--- src/rtl/ptw_pkg.sv ---
`default_nettype none
// ----------------------------------------------------------------------------
// ptw_pkg
// Types, constants and codes shared by the periodic timer wheel modules.
// ----------------------------------------------------------------------------
package ptw_pkg;

    localparam int MAX_TIMERS  = 32;
    localparam int ROOT_BITS   = 8;
    localparam int LEVEL_BITS  = 6;

    localparam int ROOT_SIZE   = 1 << ROOT_BITS;
    localparam int LVL_SIZE    = 1 << LEVEL_BITS;
    localparam int NUM_BUCKETS = ROOT_SIZE + 4 * LVL_SIZE;
    localparam int BKT_AW      = $clog2(NUM_BUCKETS);
    localparam int SLOT_W      = $clog2(MAX_TIMERS);
    localparam int FAR_BITS    = ROOT_BITS + 4 * LEVEL_BITS;
    localparam logic [31:0] MAX_DIST = 32'((33'd1 << FAR_BITS) - 33'd1);

    localparam logic [1:0] CMD_TICK   = 2'd0;
    localparam logic [1:0] CMD_ADD    = 2'd1;
    localparam logic [1:0] CMD_REMOVE = 2'd2;

    localparam logic [2:0] KIND_ADDED     = 3'd0;
    localparam logic [2:0] KIND_REFUSED   = 3'd1;
    localparam logic [2:0] KIND_REMOVED   = 3'd2;
    localparam logic [2:0] KIND_NOTFOUND  = 3'd3;
    localparam logic [2:0] KIND_FIRED     = 3'd4;
    localparam logic [2:0] KIND_TICK_DONE = 3'd5;

    typedef struct packed {
        logic [1:0]  cmd;
        logic [30:0] interval;
        logic [31:0] user_tag;
        logic [31:0] timer_id;
    } in_word_t;

    typedef struct packed {
        logic [2:0]  kind;
        logic [31:0] result_id;
        logic [31:0] result_tag;
        logic        last;
    } out_word_t;

    typedef struct packed {
        logic              valid;
        logic [SLOT_W-1:0] head;
        logic [SLOT_W-1:0] tail;
    } bkt_t;

    typedef struct packed {
        logic [31:0] ident;
        logic [31:0] tag;
        logic [30:0] period;
    } info_t;

    typedef enum logic [4:0] {
        OP_NONE,
        OP_CLEAR,
        OP_TAKE,
        OP_ALLOC,
        OP_SCAN_RD,
        OP_SCAN_CMP,
        OP_LOC_RD,
        OP_RM_BKT_RD,
        OP_RM_HEAD,
        OP_RM_NEWHEAD,
        OP_RM_WALK,
        OP_RM_SPLICE,
        OP_RM_FREE,
        OP_TICK_START,
        OP_CS_ADDR,
        OP_ADV,
        OP_BK_RD,
        OP_DRAIN_START,
        OP_NODE_RD,
        OP_NODE_CASC,
        OP_NODE_TICK,
        OP_PL_RD,
        OP_PL_WR,
        OP_LVL_INC,
        OP_EMIT
    } dp_op_t;

    typedef struct packed {
        dp_op_t     op;
        logic [2:0] kind;
        logic       last;
    } ctl_t;

    typedef struct packed {
        logic clr_done;
        logic full;
        logic scan_hit;
        logic scan_end;
        logic bk_valid;
        logic bk_hd_cur;
        logic bk_tl_cur;
        logic lk_cur;
        logic root_zero;
        logic lvl_idx_zero;
        logic lvl_last;
        logic node_last;
        logic out_free;
    } stat_t;

endpackage
`default_nettype wire

--- src/rtl/ptw_ctrl.sv ---
`default_nettype none
// ----------------------------------------------------------------------------
// ptw_ctrl
// Sequencer for add, remove and tick: issues datapath operations and walks
// cascades, bucket lists and placements.
// ----------------------------------------------------------------------------
module ptw_ctrl (
    input  wire               clk,
    input  wire               rst_n,
    input  wire               cmd_valid,
    input  wire  [1:0]        cmd_code,
    output logic              cmd_stall,
    input  ptw_pkg::stat_t    stat,
    output ptw_pkg::ctl_t     ctl
);

    typedef enum logic [23:0] {
        S_CLR        = 24'h000001,
        S_IDLE       = 24'h000002,
        S_ADD        = 24'h000004,
        S_SCAN_RD    = 24'h000008,
        S_SCAN_CMP   = 24'h000010,
        S_RM_LOC     = 24'h000020,
        S_RM_BKT     = 24'h000040,
        S_RM_HEAD    = 24'h000080,
        S_RM_NEWHEAD = 24'h000100,
        S_RM_WALK    = 24'h000200,
        S_RM_SPLICE  = 24'h000400,
        S_RM_FREE    = 24'h000800,
        S_TICK       = 24'h001000,
        S_CS_RD      = 24'h002000,
        S_T_ADV      = 24'h004000,
        S_BK_RD      = 24'h008000,
        S_BK_CHK     = 24'h010000,
        S_DR_RD      = 24'h020000,
        S_DR_NODE    = 24'h040000,
        S_DR_FIRE    = 24'h080000,
        S_PL_RD      = 24'h100000,
        S_PL_WR      = 24'h200000,
        S_DR_END     = 24'h400000,
        S_EMIT       = 24'h800000
    } state_t;

    state_t     state_reg, state_next;
    logic [2:0] kind_reg, kind_next;
    logic       tick_reg, tick_next;
    logic       drain_reg, drain_next;

    always_ff @(posedge clk or negedge rst_n)
    begin
        if (!rst_n)
        begin
            state_reg <= S_CLR;
            kind_reg  <= ptw_pkg::KIND_TICK_DONE;
            tick_reg  <= 1'b0;
            drain_reg <= 1'b0;
        end
        else
        begin
            state_reg <= state_next;
            kind_reg  <= kind_next;
            tick_reg  <= tick_next;
            drain_reg <= drain_next;
        end
    end

    always_comb
    begin
        state_next = state_reg;
        kind_next  = kind_reg;
        tick_next  = tick_reg;
        drain_next = drain_reg;
        ctl.op     = ptw_pkg::OP_NONE;
        ctl.kind   = kind_reg;
        ctl.last   = 1'b1;
        cmd_stall  = (state_reg != S_IDLE);
        unique case (state_reg)
            S_CLR:
            begin
                ctl.op = ptw_pkg::OP_CLEAR;
                if (stat.clr_done)
                begin
                    state_next = S_IDLE;
                end
            end
            S_IDLE:
            begin
                if (cmd_valid)
                begin
                    ctl.op = ptw_pkg::OP_TAKE;
                    case (cmd_code)
                        ptw_pkg::CMD_ADD:    state_next = S_ADD;
                        ptw_pkg::CMD_REMOVE: state_next = S_SCAN_RD;
                        ptw_pkg::CMD_TICK:   state_next = S_TICK;
                        default:             state_next = S_IDLE;
                    endcase
                end
            end
            S_ADD:
            begin
                ctl.op     = ptw_pkg::OP_ALLOC;
                drain_next = 1'b0;
                if (stat.full)
                begin
                    kind_next  = ptw_pkg::KIND_REFUSED;
                    state_next = S_EMIT;
                end
                else
                begin
                    kind_next  = ptw_pkg::KIND_ADDED;
                    state_next = S_PL_RD;
                end
            end
            S_SCAN_RD:
            begin
                ctl.op     = ptw_pkg::OP_SCAN_RD;
                state_next = S_SCAN_CMP;
            end
            S_SCAN_CMP:
            begin
                ctl.op = ptw_pkg::OP_SCAN_CMP;
                if (stat.scan_hit)
                begin
                    state_next = S_RM_LOC;
                end
                else if (stat.scan_end)
                begin
                    kind_next  = ptw_pkg::KIND_NOTFOUND;
                    state_next = S_EMIT;
                end
                else
                begin
                    state_next = S_SCAN_RD;
                end
            end
            S_RM_LOC:
            begin
                ctl.op     = ptw_pkg::OP_LOC_RD;
                state_next = S_RM_BKT;
            end
            S_RM_BKT:
            begin
                ctl.op     = ptw_pkg::OP_RM_BKT_RD;
                state_next = S_RM_HEAD;
            end
            S_RM_HEAD:
            begin
                ctl.op = ptw_pkg::OP_RM_HEAD;
                if (stat.bk_hd_cur && stat.bk_tl_cur)
                begin
                    state_next = S_RM_FREE;
                end
                else if (stat.bk_hd_cur)
                begin
                    state_next = S_RM_NEWHEAD;
                end
                else
                begin
                    state_next = S_RM_WALK;
                end
            end
            S_RM_NEWHEAD:
            begin
                ctl.op     = ptw_pkg::OP_RM_NEWHEAD;
                state_next = S_RM_FREE;
            end
            S_RM_WALK:
            begin
                ctl.op = ptw_pkg::OP_RM_WALK;
                if (stat.lk_cur)
                begin
                    state_next = S_RM_SPLICE;
                end
            end
            S_RM_SPLICE:
            begin
                ctl.op     = ptw_pkg::OP_RM_SPLICE;
                state_next = S_RM_FREE;
            end
            S_RM_FREE:
            begin
                ctl.op     = ptw_pkg::OP_RM_FREE;
                kind_next  = ptw_pkg::KIND_REMOVED;
                state_next = S_EMIT;
            end
            S_TICK:
            begin
                ctl.op     = ptw_pkg::OP_TICK_START;
                state_next = stat.root_zero ? S_CS_RD : S_T_ADV;
            end
            S_CS_RD:
            begin
                ctl.op     = ptw_pkg::OP_CS_ADDR;
                tick_next  = 1'b0;
                state_next = S_BK_RD;
            end
            S_T_ADV:
            begin
                ctl.op     = ptw_pkg::OP_ADV;
                tick_next  = 1'b1;
                state_next = S_BK_RD;
            end
            S_BK_RD:
            begin
                ctl.op     = ptw_pkg::OP_BK_RD;
                state_next = S_BK_CHK;
            end
            S_BK_CHK:
            begin
                ctl.op     = ptw_pkg::OP_DRAIN_START;
                state_next = stat.bk_valid ? S_DR_RD : S_DR_END;
            end
            S_DR_RD:
            begin
                ctl.op     = ptw_pkg::OP_NODE_RD;
                state_next = S_DR_NODE;
            end
            S_DR_NODE:
            begin
                ctl.op     = tick_reg ? ptw_pkg::OP_NODE_TICK : ptw_pkg::OP_NODE_CASC;
                drain_next = 1'b1;
                state_next = tick_reg ? S_DR_FIRE : S_PL_RD;
            end
            S_DR_FIRE:
            begin
                ctl.kind = ptw_pkg::KIND_FIRED;
                ctl.last = 1'b0;
                if (stat.out_free)
                begin
                    ctl.op     = ptw_pkg::OP_EMIT;
                    state_next = S_PL_RD;
                end
            end
            S_PL_RD:
            begin
                ctl.op     = ptw_pkg::OP_PL_RD;
                state_next = S_PL_WR;
            end
            S_PL_WR:
            begin
                ctl.op = ptw_pkg::OP_PL_WR;
                if (!drain_reg)
                begin
                    state_next = S_EMIT;
                end
                else if (stat.node_last)
                begin
                    state_next = S_DR_END;
                end
                else
                begin
                    state_next = S_DR_RD;
                end
            end
            S_DR_END:
            begin
                if (tick_reg)
                begin
                    kind_next  = ptw_pkg::KIND_TICK_DONE;
                    state_next = S_EMIT;
                end
                else if (stat.lvl_idx_zero && !stat.lvl_last)
                begin
                    ctl.op     = ptw_pkg::OP_LVL_INC;
                    state_next = S_CS_RD;
                end
                else
                begin
                    state_next = S_T_ADV;
                end
            end
            S_EMIT:
            begin
                if (stat.out_free)
                begin
                    ctl.op     = ptw_pkg::OP_EMIT;
                    state_next = S_IDLE;
                end
            end
            default:
            begin
                state_next = S_IDLE;
            end
        endcase
    end

`ifndef SYNTH
    a_stall_busy: assert property (@(posedge clk) disable iff (!rst_n)
        (ctl.op != ptw_pkg::OP_TAKE && ctl.op != ptw_pkg::OP_NONE) |-> cmd_stall)
        else $error("datapath busy while accepting words");
    a_fire_in_tick: assert property (@(posedge clk) disable iff (!rst_n)
        (ctl.op == ptw_pkg::OP_EMIT && ctl.kind == ptw_pkg::KIND_FIRED) |-> tick_reg)
        else $error("fired word outside a root drain");
    a_clr_once: assert property (@(posedge clk) disable iff (!rst_n)
        (state_reg != S_CLR) |=> (state_reg != S_CLR))
        else $error("clearing pass restarted");
`endif

endmodule
`default_nettype wire
--- config.mk ---
export PLATFORM = sky130hd
export DESIGN_NAME = ptw_ctrl
export DESIGN_NICKNAME = d
export VERILOG_FILES = /design/src/rtl/ptw_pkg.sv /design/src/rtl/ptw_ctrl.sv
export SDC_FILE = /design/constraint.sdc
export NUM_CORES = 1
export LEC_CHECK = 0
export BUFFER_PORTS_ARGS = -buffer_cell sky130_fd_sc_hd__buf_4
export CAP_MARGIN = 20
export CORE_ASPECT_RATIO = 0.75
export CORE_UTILIZATION = 56
export CTS_CLUSTER_DIAMETER = 50
export DETAILED_ROUTE_END_ITERATION = 12
export GPL_TIMING_DRIVEN = 0
export PLACE_DENSITY = 0.83
export SLEW_MARGIN = 10
export SYNTH_ARGS = -nofsm -noshare
export SYNTH_HDL_FRONTEND = slang
export SYNTH_SLANG_ARGS = --single-unit
--- constraint.sdc ---
create_clock -name clk -period 3.47 [get_ports clk]
set_input_delay 0.347 -clock clk [delete_from_list [all_inputs] [get_ports clk]]
set_output_delay 0.347 -clock clk [all_outputs]
set_load 0.01 [all_outputs]
==> run summary <==
Status: completed
Clock latency at the later pin of the worst-skew pair: 290 ps
Max reg flops: 24
Hold Path Origin: stat[6]
Post-synth EDFFs: 0
CTS Buf Count: 5
Post-CTS setup buffer count: 0
Period utilization: 0.940
Die area: 3490 sq um
Met3 global-route usage: 0.100
Setup total negative slack: 0 ps
Fin nets: 260
Post-Syn Area: 1820 sq um
Maximum number of pins on one net before global-route repair: 30
Worst setup margin: 207 ps
Via count: 1,837
I/O pin cnt: 28
Flop pwr share: 0.331
CP startpoint kind: flip-flop
Layout cells sized above 1: 0.226
Unrepaired setup endpoints after global routing: no
Root Buffer: clkbuf_8
Prevailing post-synth register cell: dfrtp_1
Warnings from Yosys: 0
Lkg Pwr: 0.995 nW
Yosys cell types: 45
Final Critical Period: 3260 ps
Area grow syn2layout: 19.4%
Post-Syn Instances: 207
Post-synthesis async set-or-reset flop share: 1.00
Remaining Overflow, GRT: 0
Placement row count: 17
# setup viols final: 0
H-tree lvl count: 2
Slew headroom: 0.353
Main area contributors after synthesis: dfrtp_1 (36%), nor3_1 (4.4%), dfstp_2 (4.3%)
Dpl hpwl: 3780 um
Clock slew at reported path FFs: 60 ps
Routed WL per cell: 17.9 um
Required @ worst endpoint: 3120 ps
Endpoint, Worst Hold: state_reg[8]
DRC: 0
Initial Util: 0.604
Placed cell area: 2070 sq um
CP Capture Type: output pin
Dominant cell by count in the synthesized netlist: dfrtp_1
Cell area power density: 581 nW/um^2
Cell area after layout: 2180 sq um
Tightest Pin Transition: 962 ps
First-pass GRT wire length: 7870 um
Initial antenna violation count: 0
Vias in the first global route: 1,611
Post-layout util: 0.721
Worst hold path stage count: 2
Routability cong.: 0.940
R2R cell count: 7
GRT busiest layer: met1
ANT cells: 0
Worst min-delay path category: in2reg
Share of the synthesized area in the top cell type: 0.357
Fin. Hold Viols: 0
GR Layer Usage met1: 0.474
CTS Buffer Depth: 2
Fmax: 306 MHz
Switching share of power: 0.410
WP data arrival: 2920 ps
Antenna-violating nets left: 0
Met2 usage: 0.439
#FFs+latches synth: 29
Syn Area/Cell: 8.81 sq um
Sequential share of the synthesized area: 0.400
Starting DRC count in detailed routing: 168
Max Cap Viol: 0
Die Span Y: 51.4 um
Post-synth top cells: dfrtp_1 (26), nor2_1 (20), nand2_1 (18)
Combinational share of power: 0.455
Max VDD drop: 0.000352 V
Clk pwr share: 0.214
RR Endpoint: state_reg[1]
TritonRoute pass-1 iters: 4
FF-to-FF Start: state_reg[4]
CTS tree: yes
Die width: 67.9 um
Total Routing Usage GR: 0.323
Int Pwr: 747 uW
Total Power: 1.26 mW
Net Sw Power: 518 uW
CTS sink count: 29
Syn Nets: 225
Class of the most critical setup path: reg2out
Pre-CTS setup slack: 547 ps
Crit path max fanout: 10
Drt via density: 6.54
Routed WL: 5030 um
Yosys top cell by area: dfrtp_1
I/O Buffers: 27
Max-slew violation count: 0
Clk_skew: 6.23 ps
CORE AREA: 3020 sq um
R2R Setup Slk: 830 ps
worst max-delay path: stages (launching register included):
cell and delay [ps]:
dfrtp_1 440, nor4_1 550, nand4_1 410, buf_2 320, nor3_1 370, nor2_1 90, and3b_1 210, o31ai_1 70
buf_4 160
power by group through the flow:
stage,sequential [mW],clock [mW],combinational (mW)
6_report,0.419,0.270,0.575
5_1_grt,0.424,0.283,0.619
4_1_cts,0.417,0.270,0.563
3_5_place_dp,0.423,0,0.558
3_3_place_gp,0.420,0,0.549
2_1_floorplan,0.412,0,0.372
layout make-up:
type / instances / area (sq um)
Clock buffer: 8 / 80.1
Multi-Input combinational cell: 164 / 1050
Timing Repair Buffer: 28 / 213
Fill cell: 244 / 843
Inverter: 10 / 37.5
Tap cell: 38 / 47.5
Buffer: 4 / 17.5
Sequential cell: 29 / 729
worst max path at each step:
stage            startpoint      to
2_1_floorplan  state_reg[4]  ctl[4]
3_3_place_gp   state_reg[9]  ctl[4]
3_5_place_dp   state_reg[9]  ctl[4]
4_1_cts        state_reg[9]  ctl[4]
5_1_grt        state_reg[4]  ctl[8]
6_report       state_reg[4]  ctl[8]
cells by family after synthesis:
logic type	after synthesis	synth area share
AND/OR/NAND/NOR	128	0.416
flip-flops	29	0.400
AO/OA/AOI/OAI	29	0.120
buffers and inverters	14	0.0302
XOR/XNOR	7	0.0336
layer usage:
layer  up-vias  part of all wire
li1        856                 -
met1       890              0.46
met2        79              0.43
met3        12             0.088
met4         0             0.019
met5         -                 0
through the flow:
step	instances	hold WS, ps
finish	281	210
global route	281	225
CTS	281	210
detailed placement	272	291
global placement	272	291
floorplan	207	51.4
timing repair:
action                                  CTS  global route
endpoints found under the hold margin    26             0
endpoints found under the setup margin    0             2
hold buffers                              1             0
gates resized for setup                   0             2
layout by cell type, fill, tap and decap left out, types with 3 or more instances in the layout:
cell / n
buf_4: 27
dfrtp_1: 26
nor2_1: 20
nand2_1: 18
nor3_1: 15
nor4_1: 11
inv_1: 10
o21ai_0: 7
or3_1: 7
nand4_1: 6
xnor2_1: 6
nand3_1: 6
clkbuf_1: 5
or4b_2: 5
and3_1: 5
nor4b_1: 5
clkbuf_8: 5
nand2b_1: 4
nor2b_1: 4
or4_1: 4
nor3_2: 3
a211oi_1: 3
or2_2: 3
dfstp_2: 3
(Power assumes the default switching activity.)
